File: src/hdl/mfpg_pkg.sv
`timescale 1ns / 1ps
// ----------------------------------------------------------------------------
// mfpg_pkg
// shared types and constants of the memory fill pattern generator
// ----------------------------------------------------------------------------
package mfpg_pkg;

  localparam int unsigned WORD_W    = 64;
  localparam int unsigned HALF_W    = WORD_W / 2;
  localparam int unsigned MIX_SHIFT = 33;
  localparam int unsigned CFG_IDX_W = 2;

  localparam logic [WORD_W-1:0] LCG_MUL = 64'd6364136223846793005;
  localparam logic [WORD_W-1:0] LCG_ADD = 64'd1442695040888963407;
  localparam logic [WORD_W-1:0] MIX_MUL = 64'hff51afd7ed558ccd;
  localparam logic [WORD_W-1:0] GOLDEN  = 64'h9E3779B97F4A7C15;

  // configuration register indexes
  localparam logic [CFG_IDX_W-1:0] CFG_RANDOM_MODE = 2'd0;
  localparam logic [CFG_IDX_W-1:0] CFG_FILL_BYTE   = 2'd1;
  localparam logic [CFG_IDX_W-1:0] CFG_SEED        = 2'd2;

  typedef enum logic [2:0] {
    ST_IDLE,
    ST_LCG_PP,
    ST_LCG_PROD,
    ST_LCG_ADD,
    ST_MIX_PP,
    ST_MIX_PROD,
    ST_MIX_OUT,
    ST_FIX_OUT
  } state_t;

  // controller to datapath
  typedef struct packed {
    logic accept;     // item taken this cycle
    logic mix_sel;    // multiplier works on the finalizer operand
    logic pp_en;      // capture partial products
    logic prod_en;    // capture combined product
    logic state_en;   // generator state takes product plus increment
    logic out_load;   // load the output register
    logic out_fixed;  // output register takes the repeated fill byte
  } cmd_t;

  // datapath to controller
  typedef struct packed {
    logic random_mode;
  } status_t;

endpackage

File: src/hdl/memory_fill_pattern_generator_top.sv
`timescale 1ns / 1ps
// ----------------------------------------------------------------------------
// memory_fill_pattern_generator_top
// 64-bit fill words: repeated byte, or lcg state with a murmur-style finalizer
// ----------------------------------------------------------------------------
// usage
// - each item on the slave stream (s_tdata bit 0 = restart) asks for one fill
//   word; the word leaves on the master stream, byte 0 in m_tdata[7:0]
// - restart reloads the generator state from seed xor golden ratio before
//   this word's step
// - configuration: cfg_we with cfg_index 0 random_mode, 1 fill_byte, 2 seed;
//   write only while idle; writing seed leaves the state alone
// - random mode: after accept the sequencer steps through lcg partial
//   products, lcg product, lcg add, mix partial products, mix product and
//   mix out, which loads the output register; the state update and the
//   finalizer each run through the shared 64 x 64 multiplier (three 32 x 32
//   partial products, then a combine stage), then an add or xor stage
// - fixed mode: after accept the fixed-output step loads the output register
// - one item is in work at a time; the output register holds a finished word
//   while the next item is already accepted and computed
// - a stalled receiver holds m_tvalid and m_tdata; the sequencer waits in its
//   last step until the output register frees up
// - reset: random mode, fill byte 0, seed 0, state = golden ratio constant,
//   no word pending
// ----------------------------------------------------------------------------
module memory_fill_pattern_generator_top (
  input  logic                              clk,
  input  logic                              rst,
  // slave stream
  input  logic                              s_tvalid,
  output logic                              s_tready,
  input  logic [7:0]                        s_tdata,    // [0] restart, rest zero
  // master stream
  output logic                              m_tvalid,
  input  logic                              m_tready,
  output logic [mfpg_pkg::WORD_W-1:0]       m_tdata,    // [63:0] fill_word
  // configuration writes
  input  logic                              cfg_we,
  input  logic [mfpg_pkg::CFG_IDX_W-1:0]    cfg_index,
  input  logic [mfpg_pkg::WORD_W-1:0]       cfg_data
);

  mfpg_pkg::cmd_t    cmd;
  mfpg_pkg::status_t status;

  // sequencer
  mfpg_ctrl u_ctrl (
    .clk       (clk),
    .rst       (rst),
    .in_valid  (s_tvalid),
    .in_ready  (s_tready),
    .out_valid (m_tvalid),
    .out_ready (m_tready),
    .status    (status),
    .cmd       (cmd)
  );

  // registers, generator state and arithmetic
  mfpg_dp u_dp (
    .clk       (clk),
    .rst       (rst),
    .cfg_we    (cfg_we),
    .cfg_index (cfg_index),
    .cfg_data  (cfg_data),
    .restart   (s_tdata[0]),
    .cmd       (cmd),
    .status    (status),
    .fill_word (m_tdata)
  );

endmodule

File: src/hdl/mfpg_mul.sv
`timescale 1ns / 1ps
// ----------------------------------------------------------------------------
// mfpg_mul
// 64 x 64 multiply modulo 2^64 from three 32 x 32 partial products, two stages
// ----------------------------------------------------------------------------
module mfpg_mul (
  input  logic                          clk,
  input  logic [mfpg_pkg::WORD_W-1:0]   a,
  input  logic [mfpg_pkg::WORD_W-1:0]   b,
  input  logic                          pp_en,
  input  logic                          prod_en,
  output logic [mfpg_pkg::WORD_W-1:0]   prod
);

  localparam int unsigned H = mfpg_pkg::HALF_W;

  logic [mfpg_pkg::WORD_W-1:0] pp_ll;
  logic [H-1:0]                pp_hl;
  logic [H-1:0]                pp_lh;
  logic [mfpg_pkg::WORD_W-1:0] ll_next;
  logic [H-1:0]                hl_full;
  logic [H-1:0]                lh_full;
  logic [H-1:0]                mid;

  // low x low keeps the full 64-bit product, cross terms only their low halves
  assign ll_next = {{H{1'b0}}, a[H-1:0]} * {{H{1'b0}}, b[H-1:0]};
  assign hl_full = a[2*H-1:H] * b[H-1:0];
  assign lh_full = a[H-1:0] * b[2*H-1:H];
  assign mid     = pp_hl + pp_lh;

  always_ff @(posedge clk) begin
    if (pp_en) begin
      pp_ll <= ll_next;
      pp_hl <= hl_full;
      pp_lh <= lh_full;
    end
    if (prod_en) begin
      prod <= pp_ll + {mid, {H{1'b0}}};
    end
  end

endmodule

File: src/hdl/mfpg_dp.sv
`timescale 1ns / 1ps
// ----------------------------------------------------------------------------
// mfpg_dp
// configuration registers, generator state, multiplier and output register
// ----------------------------------------------------------------------------
module mfpg_dp (
  input  logic                                clk,
  input  logic                                rst,
  input  logic                                cfg_we,
  input  logic [mfpg_pkg::CFG_IDX_W-1:0]      cfg_index,
  input  logic [mfpg_pkg::WORD_W-1:0]         cfg_data,
  input  logic                                restart,
  input  mfpg_pkg::cmd_t                      cmd,
  output mfpg_pkg::status_t                   status,
  output logic [mfpg_pkg::WORD_W-1:0]         fill_word
);

  localparam int unsigned W = mfpg_pkg::WORD_W;

  logic         random_mode;
  logic [7:0]   fill_byte;
  logic [W-1:0] seed;
  logic [W-1:0] gen_state;
  logic [W-1:0] mix_in;
  logic [W-1:0] mul_a;
  logic [W-1:0] mul_b;
  logic [W-1:0] prod;
  logic [W-1:0] mix_word;

  always_ff @(posedge clk) begin
    if (rst) begin
      random_mode <= 1'b1;
      fill_byte   <= '0;
      seed        <= '0;
    end else if (cfg_we) begin
      case (cfg_index)
        mfpg_pkg::CFG_RANDOM_MODE: random_mode <= cfg_data[0];
        mfpg_pkg::CFG_FILL_BYTE:   fill_byte   <= cfg_data[7:0];
        mfpg_pkg::CFG_SEED:        seed        <= cfg_data;
        default: ;
      endcase
    end
  end

  always_ff @(posedge clk) begin
    if (rst) begin
      gen_state <= mfpg_pkg::GOLDEN;
    end else if (cmd.accept && restart) begin
      gen_state <= seed ^ mfpg_pkg::GOLDEN;
    end else if (cmd.state_en) begin
      gen_state <= prod + mfpg_pkg::LCG_ADD;
    end
  end

  assign mix_in = gen_state ^ (gen_state >> mfpg_pkg::MIX_SHIFT);
  assign mul_a  = cmd.mix_sel ? mix_in : gen_state;
  assign mul_b  = cmd.mix_sel ? mfpg_pkg::MIX_MUL : mfpg_pkg::LCG_MUL;

  mfpg_mul u_mul (
    .clk     (clk),
    .a       (mul_a),
    .b       (mul_b),
    .pp_en   (cmd.pp_en),
    .prod_en (cmd.prod_en),
    .prod    (prod)
  );

  assign mix_word = prod ^ (prod >> mfpg_pkg::MIX_SHIFT);

  always_ff @(posedge clk) begin
    if (cmd.out_load) begin
      fill_word <= cmd.out_fixed ? {8{fill_byte}} : mix_word;
    end
  end

  assign status.random_mode = random_mode;

endmodule

File: src/hdl/mfpg_ctrl.sv
`timescale 1ns / 1ps
// ----------------------------------------------------------------------------
// mfpg_ctrl
// sequencer for one item at a time and output valid flag
// ----------------------------------------------------------------------------
module mfpg_ctrl (
  input  logic               clk,
  input  logic               rst,
  input  logic               in_valid,
  output logic               in_ready,
  output logic               out_valid,
  input  logic               out_ready,
  input  mfpg_pkg::status_t  status,
  output mfpg_pkg::cmd_t     cmd
);

  mfpg_pkg::state_t state;
  mfpg_pkg::state_t state_next;
  logic             out_free;

  assign out_free = !out_valid || out_ready;
  assign in_ready = (state == mfpg_pkg::ST_IDLE);

  always_ff @(posedge clk) begin
    if (rst) begin
      state     <= mfpg_pkg::ST_IDLE;
      out_valid <= 1'b0;
    end else begin
      state <= state_next;
      if (cmd.out_load) begin
        out_valid <= 1'b1;
      end else if (out_ready) begin
        out_valid <= 1'b0;
      end
    end
  end

  always_comb begin
    state_next = state;
    cmd        = '0;
    case (state)
      mfpg_pkg::ST_IDLE: begin
        if (in_valid) begin
          cmd.accept = 1'b1;
          state_next = status.random_mode ? mfpg_pkg::ST_LCG_PP : mfpg_pkg::ST_FIX_OUT;
        end
      end
      mfpg_pkg::ST_LCG_PP: begin
        cmd.pp_en  = 1'b1;
        state_next = mfpg_pkg::ST_LCG_PROD;
      end
      mfpg_pkg::ST_LCG_PROD: begin
        cmd.prod_en = 1'b1;
        state_next  = mfpg_pkg::ST_LCG_ADD;
      end
      mfpg_pkg::ST_LCG_ADD: begin
        cmd.state_en = 1'b1;
        state_next   = mfpg_pkg::ST_MIX_PP;
      end
      mfpg_pkg::ST_MIX_PP: begin
        cmd.mix_sel = 1'b1;
        cmd.pp_en   = 1'b1;
        state_next  = mfpg_pkg::ST_MIX_PROD;
      end
      mfpg_pkg::ST_MIX_PROD: begin
        cmd.prod_en = 1'b1;
        state_next  = mfpg_pkg::ST_MIX_OUT;
      end
      mfpg_pkg::ST_MIX_OUT: begin
        if (out_free) begin
          cmd.out_load = 1'b1;
          state_next   = mfpg_pkg::ST_IDLE;
        end
      end
      mfpg_pkg::ST_FIX_OUT: begin
        if (out_free) begin
          cmd.out_load  = 1'b1;
          cmd.out_fixed = 1'b1;
          state_next    = mfpg_pkg::ST_IDLE;
        end
      end
      default: begin
        state_next = mfpg_pkg::ST_IDLE;
      end
    endcase
  end

endmodule

File: config.mk
export PLATFORM = sky130hd
export DESIGN_NAME = memory_fill_pattern_generator_top
export DESIGN_NICKNAME = d
export VERILOG_FILES = /design/src/hdl/mfpg_pkg.sv /design/src/hdl/memory_fill_pattern_generator_top.sv /design/src/hdl/mfpg_mul.sv /design/src/hdl/mfpg_dp.sv /design/src/hdl/mfpg_ctrl.sv
export SDC_FILE = /design/constraint.sdc
export NUM_CORES = 2
export LEC_CHECK = 0
export ABC_AREA = 0
export BUFFER_PORTS_ARGS = -buffer_cell sky130_fd_sc_hd__buf_2
export CAP_MARGIN = 20
export CORE_ASPECT_RATIO = 0.75
export CORE_UTILIZATION = 34
export CTS_CLUSTER_SIZE = 8
export DETAILED_ROUTE_END_ITERATION = 7
export GPL_TIMING_DRIVEN = 0
export MAX_ROUTING_LAYER = met4
export SYNTH_ARGS = -nofsm -noshare
export SYNTH_HDL_FRONTEND = slang
export SYNTH_SLANG_ARGS = --single-unit
File: constraint.sdc
create_clock -name clk -period 9.9 [get_ports clk]
set_input_delay 0.99 -clock clk [delete_from_list [all_inputs] [get_ports clk]]
set_output_delay 0.99 -clock clk [all_outputs]
set_load 0.1 [all_outputs]
# ---- Word level (Yosys, flattened, before mapping)
# Index checks and enable logic that the tools add are counted.
dict set report word_totals {
  ff_bits 397
  out_inout_bits 66
  elab_cells 66
}
dict set report op_classes {
  add_sub_neg 3
  n_mul 3
  eq_ne 11
  n_mux 21
  bitwise_logic 3
  reduce_logical 14
}
# op n
set ops {}
lappend ops {{64-bit 2-to-1 mux} 5}
lappend ops {{64-bit by 31-bit bitwise XOR with 64-bit output} 2}
lappend ops {{64-bit by 61-bit adder with 64-bit output, second input constant} 1}
lappend ops {{64-bit adder} 1}
lappend ops {{32-bit by 32-bit multiplier with 32-bit output} 2}
lappend ops {{32-bit by 32-bit multiplier with 64-bit output} 1}
lappend ops {{38-bit inverter} 1}
lappend ops {{32-bit adder} 1}
lappend ops {{3-bit case mux with 7 select lines} 1}
lappend ops {{3-bit equality test, second input constant} 4}
lappend ops {{1-bit 2-to-1 mux} 10}
lappend ops {{3-bit 2-to-1 mux} 3}
lappend ops {{2-bit AND reduction} 4}
lappend ops {{3-bit by 2-bit equality test with 1-bit output, second input constant} 2}
lappend ops {{2-bit OR reduction} 3}
lappend ops {{2-bit nonzero test} 2}
lappend ops {{3-bit by 1-bit equality test with 1-bit output, second input constant} 1}
lappend ops {{3-bit zero test} 1}
lappend ops {{2-bit by 1-bit equality test with 1-bit output, second input constant} 1}
lappend ops {{2-bit equality test, second input constant} 1}
lappend ops {{2-bit zero test} 1}
lappend ops {{2-bit 2-to-1 mux} 1}
lappend ops {{2-bit by 1-bit != test with 1-bit output, second input constant} 1}
lappend ops {{2-bit != test, second input constant} 1}
lappend ops {{other kinds (4)} 4}

# ---- Depth between registers and ports, before layout
dict set report logic_depth {
  ltp_word 5
  depth_mapped 36
  mapped_depth_nobuf 32
}

# ---- Cells and area by module
# From an unflattened synthesis, not the netlist that was laid out.
dict set report hier_totals {
  hier_cells 9168
  hier_area_um2 83822.9
}
# module instances cells_per_inst area_each_um2
set by_module_without_submodules {}
lappend by_module_without_submodules {mfpg_mul 1 7924 73395.4}
lappend by_module_without_submodules {mfpg_dp 1 1209 10139.7}
lappend by_module_without_submodules {mfpg_ctrl 1 35 287.8}

# ---- Least setup slack after synthesis
# No wires, ideal clock.
dict set report synth_timing {
  path_kind {flip-flop to flip-flop}
  from {reg u_ctrl.state[1]}
  to {reg u_dp.u_mul.pp_ll[63] (netlist name), data pin}
  setup_ps 260
  t_arrival_ps 9612
  slack_ps 28
  stages_incl_launch_ff 34
  n_path_buf 4
  period_less_slack_ps 9872
  path_cell_list {dfxtp_1 -> buf_2 -> nor2_4 -> and2_1 -> clkbuf_2 -> clkbuf_1 -> clkbuf_1 -> nand2_1 -> xnor2_1 -> nand2_1 -> inv_1 -> fa_1 -> fa_1 -> inv_1 -> fa_1 -> fa_1 -> fa_1 -> inv_1 -> fa_1 -> fa_1 -> inv_1 -> fa_1 -> inv_1 -> ha_1 -> and3_1 -> nand2_1 -> a211o_2 -> a311o_2 -> o211ai_2 -> a41o_4 -> a31oi_4 -> o2111ai_2 -> o211ai_2 -> xnor2_1}
}
dict set report synth_between {
  elab_chain_len 4
  elab_cells_between_ends 5
  cone_classes {1 x mul; 1 x eq/ne; 3 x mux}
}
# item line_no
set synth_rtl {}
lappend synth_rtl {{start: declaration} mfpg_ctrl.sv:17} ;# mfpg_pkg::state_t state;
lappend synth_rtl {{start signal: assignment} mfpg_ctrl.sv:26} ;# state <= mfpg_pkg::ST_IDLE;
lappend synth_rtl {{start signal: assignment} mfpg_ctrl.sv:29} ;# state <= state_next;
lappend synth_rtl {{3-bit equality test *} mfpg_ctrl.sv:41} ;# case (state)
lappend synth_rtl {{1-bit 2-to-1 mux *} mfpg_ctrl.sv:41}
lappend synth_rtl {{64-bit 2-to-1 mux (on tied branches)} {mfpg_dp.sv:56, mfpg_dp.sv:57}}
lappend synth_rtl {{32-bit by 32-bit multiplier with 64-bit output *} mfpg_mul.sv:26} ;# assign ll_next = {{H{1'b0}}, a[H-1:0]} * {{H{1'b0}}, b[H-1:0]};
lappend synth_rtl {{via u_dp.u_mul.ll_next, one bit} mfpg_mul.sv:20} ;# logic [mfpg_pkg::WORD_W-1:0] ll_next;
lappend synth_rtl {{end signal: assignment} mfpg_mul.sv:33} ;# pp_ll <= ll_next;
lappend synth_rtl {{end: declaration} mfpg_mul.sv:17} ;# logic [mfpg_pkg::WORD_W-1:0] pp_ll;
# Mark *: on every way through the listed nets, which the timed path passes. The rest lies on a longest branch.
# A chain may end at the register's enable or synchronous reset.

# ---- Worst setup path after layout
dict set report layout_timing {
  from {reg u_dp.gen_state[42]}
  to {reg u_dp.u_mul.pp_ll[57] (netlist name), data pin}
}
dict set report layout_between {
  elab_chain_len 3
}
# item line_no
set layout_rtl {}
lappend layout_rtl {{start: declaration} mfpg_dp.sv:23} ;# logic [W-1:0] gen_state;
lappend layout_rtl {{start signal: assignment} mfpg_dp.sv:47} ;# gen_state <= mfpg_pkg::GOLDEN;
lappend layout_rtl {{start signal: assignment} mfpg_dp.sv:49} ;# gen_state <= seed ^ mfpg_pkg::GOLDEN;
lappend layout_rtl {{start signal: assignment} mfpg_dp.sv:51} ;# gen_state <= prod + mfpg_pkg::LCG_ADD;
lappend layout_rtl {{64-bit by 31-bit bitwise XOR with 64-bit output} mfpg_dp.sv:55} ;# assign mix_in = gen_state ^ (gen_state >> mfpg_pkg::MIX_SHIFT);
lappend layout_rtl {{64-bit 2-to-1 mux} mfpg_dp.sv:56} ;# assign mul_a = cmd.mix_sel ? mix_in : gen_state;
lappend layout_rtl {{32-bit by 32-bit multiplier with 64-bit output} mfpg_mul.sv:26}
lappend layout_rtl {{via u_dp.u_mul.ll_next, one bit} mfpg_mul.sv:20}
# The timed path passes the listed nets, and every way through them passes these cells.

==> flow_summary.yaml <==
run_status:
  status: "finished clean"
layout:
  finalNetCount: 8831
  final_cell_mix: "1645 x inv_1, 1273 x fa_1, 785 x ha_1"
  drive_gt1_frac: 0.0878
  fin_cells: 9248
  final_common_cell: "inv_1"
  stdcell_area_sq_um: 73500
  syn_to_final_growth_pct: 12.9
logic_synthesis:
  syn_inst: 6298
  ys_types: 100
  ys_warn_count: 0
  async_reset_ff_frac: 0
  syn_area_sq_um: 65100
  synth_edf_count: 255
  synth_flop_cell: "edfxtp_1"
  synth-seq-cells: 396
  ys_seq_area_frac: 0.161
  syn-mean-instance-area_sq_um: 10.3
route:
  firstDrtPassIters: 8
  num_vias: 46400
  vias_per_cell: 5.02
  avgRoutedWirePerCell_microns: 25.6
  wl_microns: 237000
  first_iter_violations: 4427
  drc: 0
  ant_nets: 0
worst_setup_path:
  crit_type: "register to register"
  cpMaxStageDelayCell: "dfxtp_1"
  cp-end-kind: "register"
  crit_required_ps: 10280
  cp.arrival_ps: 10110
  cp_top_family: "adder cells"
  cp_num_buf_inv: 4
  worst_setup_path_start_kind: "register"
  critPathMaxStageDelay_ps: 890
  cp_max_fo: 9
  crit_top_cell: "fa_1"
run:
  cap_violations: 0
global_route:
  grt_max_degree: 36
  overflow: 0
  first_global_vias: 48100
  antenna_found_initial: 14
  grt_pass1_wl_microns: 341000
  track_usage: 0.255
timing:
  min_period_over_period: 0.983
  layout_setup_ws_ps: 170
  rsz0062_at_grt: "no"
  setup_viol: 0
  worst_pin_slew_ps: 1310
  finalHoldViolations: 0
  maxSlewHeadroom: 0.122
  fmax_mhz: 103
  finalCriticalPeriod_ps: 9730
  skew_ps: 35.6
  hold_slack_ps: 400
  drv_slew: 0
placement:
  dp_worst_setup_slack_ps: -2570
  portBuffers: 136
  dp_hpwl_microns: 208000
  placed_area_sq_um: 70300
  finalWeightedCongestion: 1.01
  dp_cells: 9060
floorplanning:
  dieHeight_microns: 381
  start_util: 0.344
  ios: 145
  fp.coreArea_sq_um: 189000
  rows: 138
  die_w_microns: 507
  die_area_sq_um: 193000
clocking:
  cts_tree: "done"
  cts_buffers: 56
  cts.sinks: 396
  clkLatencyLatePin_ps: 630
  cts-root-buf: "clkbuf_16"
  cts_buffer_depth: 3
  htreeDepth: 2
  clk_pin_slew_ps: 50
worst_hold_path:
  holdCritPathClass: "register to register"
-- synth_stat cells (9+ instances only) --
cell / instances / area, sq um
a22oi_1: 20 / 150
dfxtp_1: 141 / 2820
edfxtp_1: 255 / 7660
nand4_1: 16 / 100
o21bai_1: 21 / 158
a221oi_1: 11 / 96.3
and2_1: 14 / 87.6
ha_1: 792 / 9910
xor2_1: 84 / 736
nor3_1: 27 / 135
o21ai_0: 106 / 531
mux2i_1: 9 / 90.1
o21a_1: 32 / 240
buf_1: 15 / 56.3
a211o_1: 9 / 78.8
a21o_1: 91 / 683
a21oi_1: 277 / 1390
nand2b_1: 30 / 188
nor2_1: 197 / 739
nor2b_1: 20 / 125
fa_1: 1280 / 25600
nand3_1: 38 / 190
o21ai_1: 12 / 60.1
a31oi_1: 9 / 56.3
inv_1: 1686 / 6330
o31ai_1: 15 / 113
and3_1: 35 / 219
a211oi_1: 35 / 263
clkbuf_1: 112 / 420
nand2_1: 444 / 1670
or3_1: 9 / 56.3
xnor2_1: 292 / 2560
-- logic make-up (layout without fill, tap and decap cells) --
group           after synthesis  after routing  synth area share
simple gates                875            875            0.0596
buf+inv                    1821           2202             0.105
fa+ha+maj                  2072           2072             0.546
other cells                   2             51          0.000115
compound gates              747            747            0.0760
flops                       396            396             0.161
mux                           9              9           0.00138
xor+xnor                    376            376            0.0506
-- through the flow --
stage / util / TNS, ps
floorplan: - / 0
global placement: 0.365 / -278790
detailed placement: 0.371 / -105820
CTS: 0.386 / 0
global route: 0.388 / 0
finish: 0.388 / 0
-- routing by layer --
metal / share of wire / vias up / GRT usage
met3: 0.11 / 262 / 0.0668
met2: 0.41 / 1939 / 0.348
met5: 0 / - / -
met1: 0.46 / 24000 / 0.376
li1: - / 20200 / -
met4: 0.023 / 0 / 0.0477
-- path summary, 6_finish.rpt --
| kind | start | slack [ps] | endpoint | depth (start not counted) |
|---|---|---|---|---|
| worst min register to register | u_dp.u_mul.pp_ll[8]$_DFFE_PP_ | 400 | u_dp.u_mul.prod[8]$_DFFE_PP_ | 0 |
| worst max-delay path | u_dp.gen_state[42]$_SDFFE_PP0P_ | 170 | u_dp.u_mul.pp_ll[57]$_DFFE_PP_ | 26 |
| worst max register to register | u_dp.gen_state[42]$_SDFFE_PP0P_ | 170 | u_dp.u_mul.pp_ll[57]$_DFFE_PP_ | 26 |
| worst min-delay path | u_dp.u_mul.pp_ll[8]$_DFFE_PP_ | 400 | u_dp.u_mul.prod[8]$_DFFE_PP_ | 0 |
-- timing repair --
item	in CTS	in global routing
gates resized for setup	135	63
hold buffers	0	0
cloned	0	0
setup buffers	64	19
endpoints found under the setup margin	80	22
pin swaps	13	7
-- cell type report --
cell class	instances	area (sq um)
Antenna cell	9	22.5
Buffer	132	568
Clock buffer	92	1540
Clock inverter	5	57.6
Fill cell	18700	116000
Inverter	1686	6470
Multi-Input combinational cell	4121	48800
Sequential cell	396	10500
Tap cell	2520	3150
Timing Repair Buffer	287	2370
-- registers in the layout, summed over array words and instances (netlist names) --
name,cells
u_dp.seed,64
u_dp.u_mul.pp_ll,64
u_ctrl.out_valid,1
u_dp.u_mul.pp_lh,31
u_ctrl.state,3
u_dp.fill_word,64
u_dp.u_mul.prod,64
u_dp.u_mul.pp_hl,32
u_dp.fill_byte,8
u_dp.status,1
u_dp.gen_state,64
-- worst register-to-register path: cells and delay by family (launching register included) --
family | cells | cell delay (ps)
adders and majority gates | 9 | 4200
and+or+nand+nor | 4 | 1480
AOI/OAI and AO/OA | 7 | 1480
DFF | 1 | 890
xor gates and xnor gates | 2 | 770
buffers and inverters | 4 | 690
Power is not shown: default switching activity piles up to over one toggle a cycle in this logic, so the estimate is an artifact.
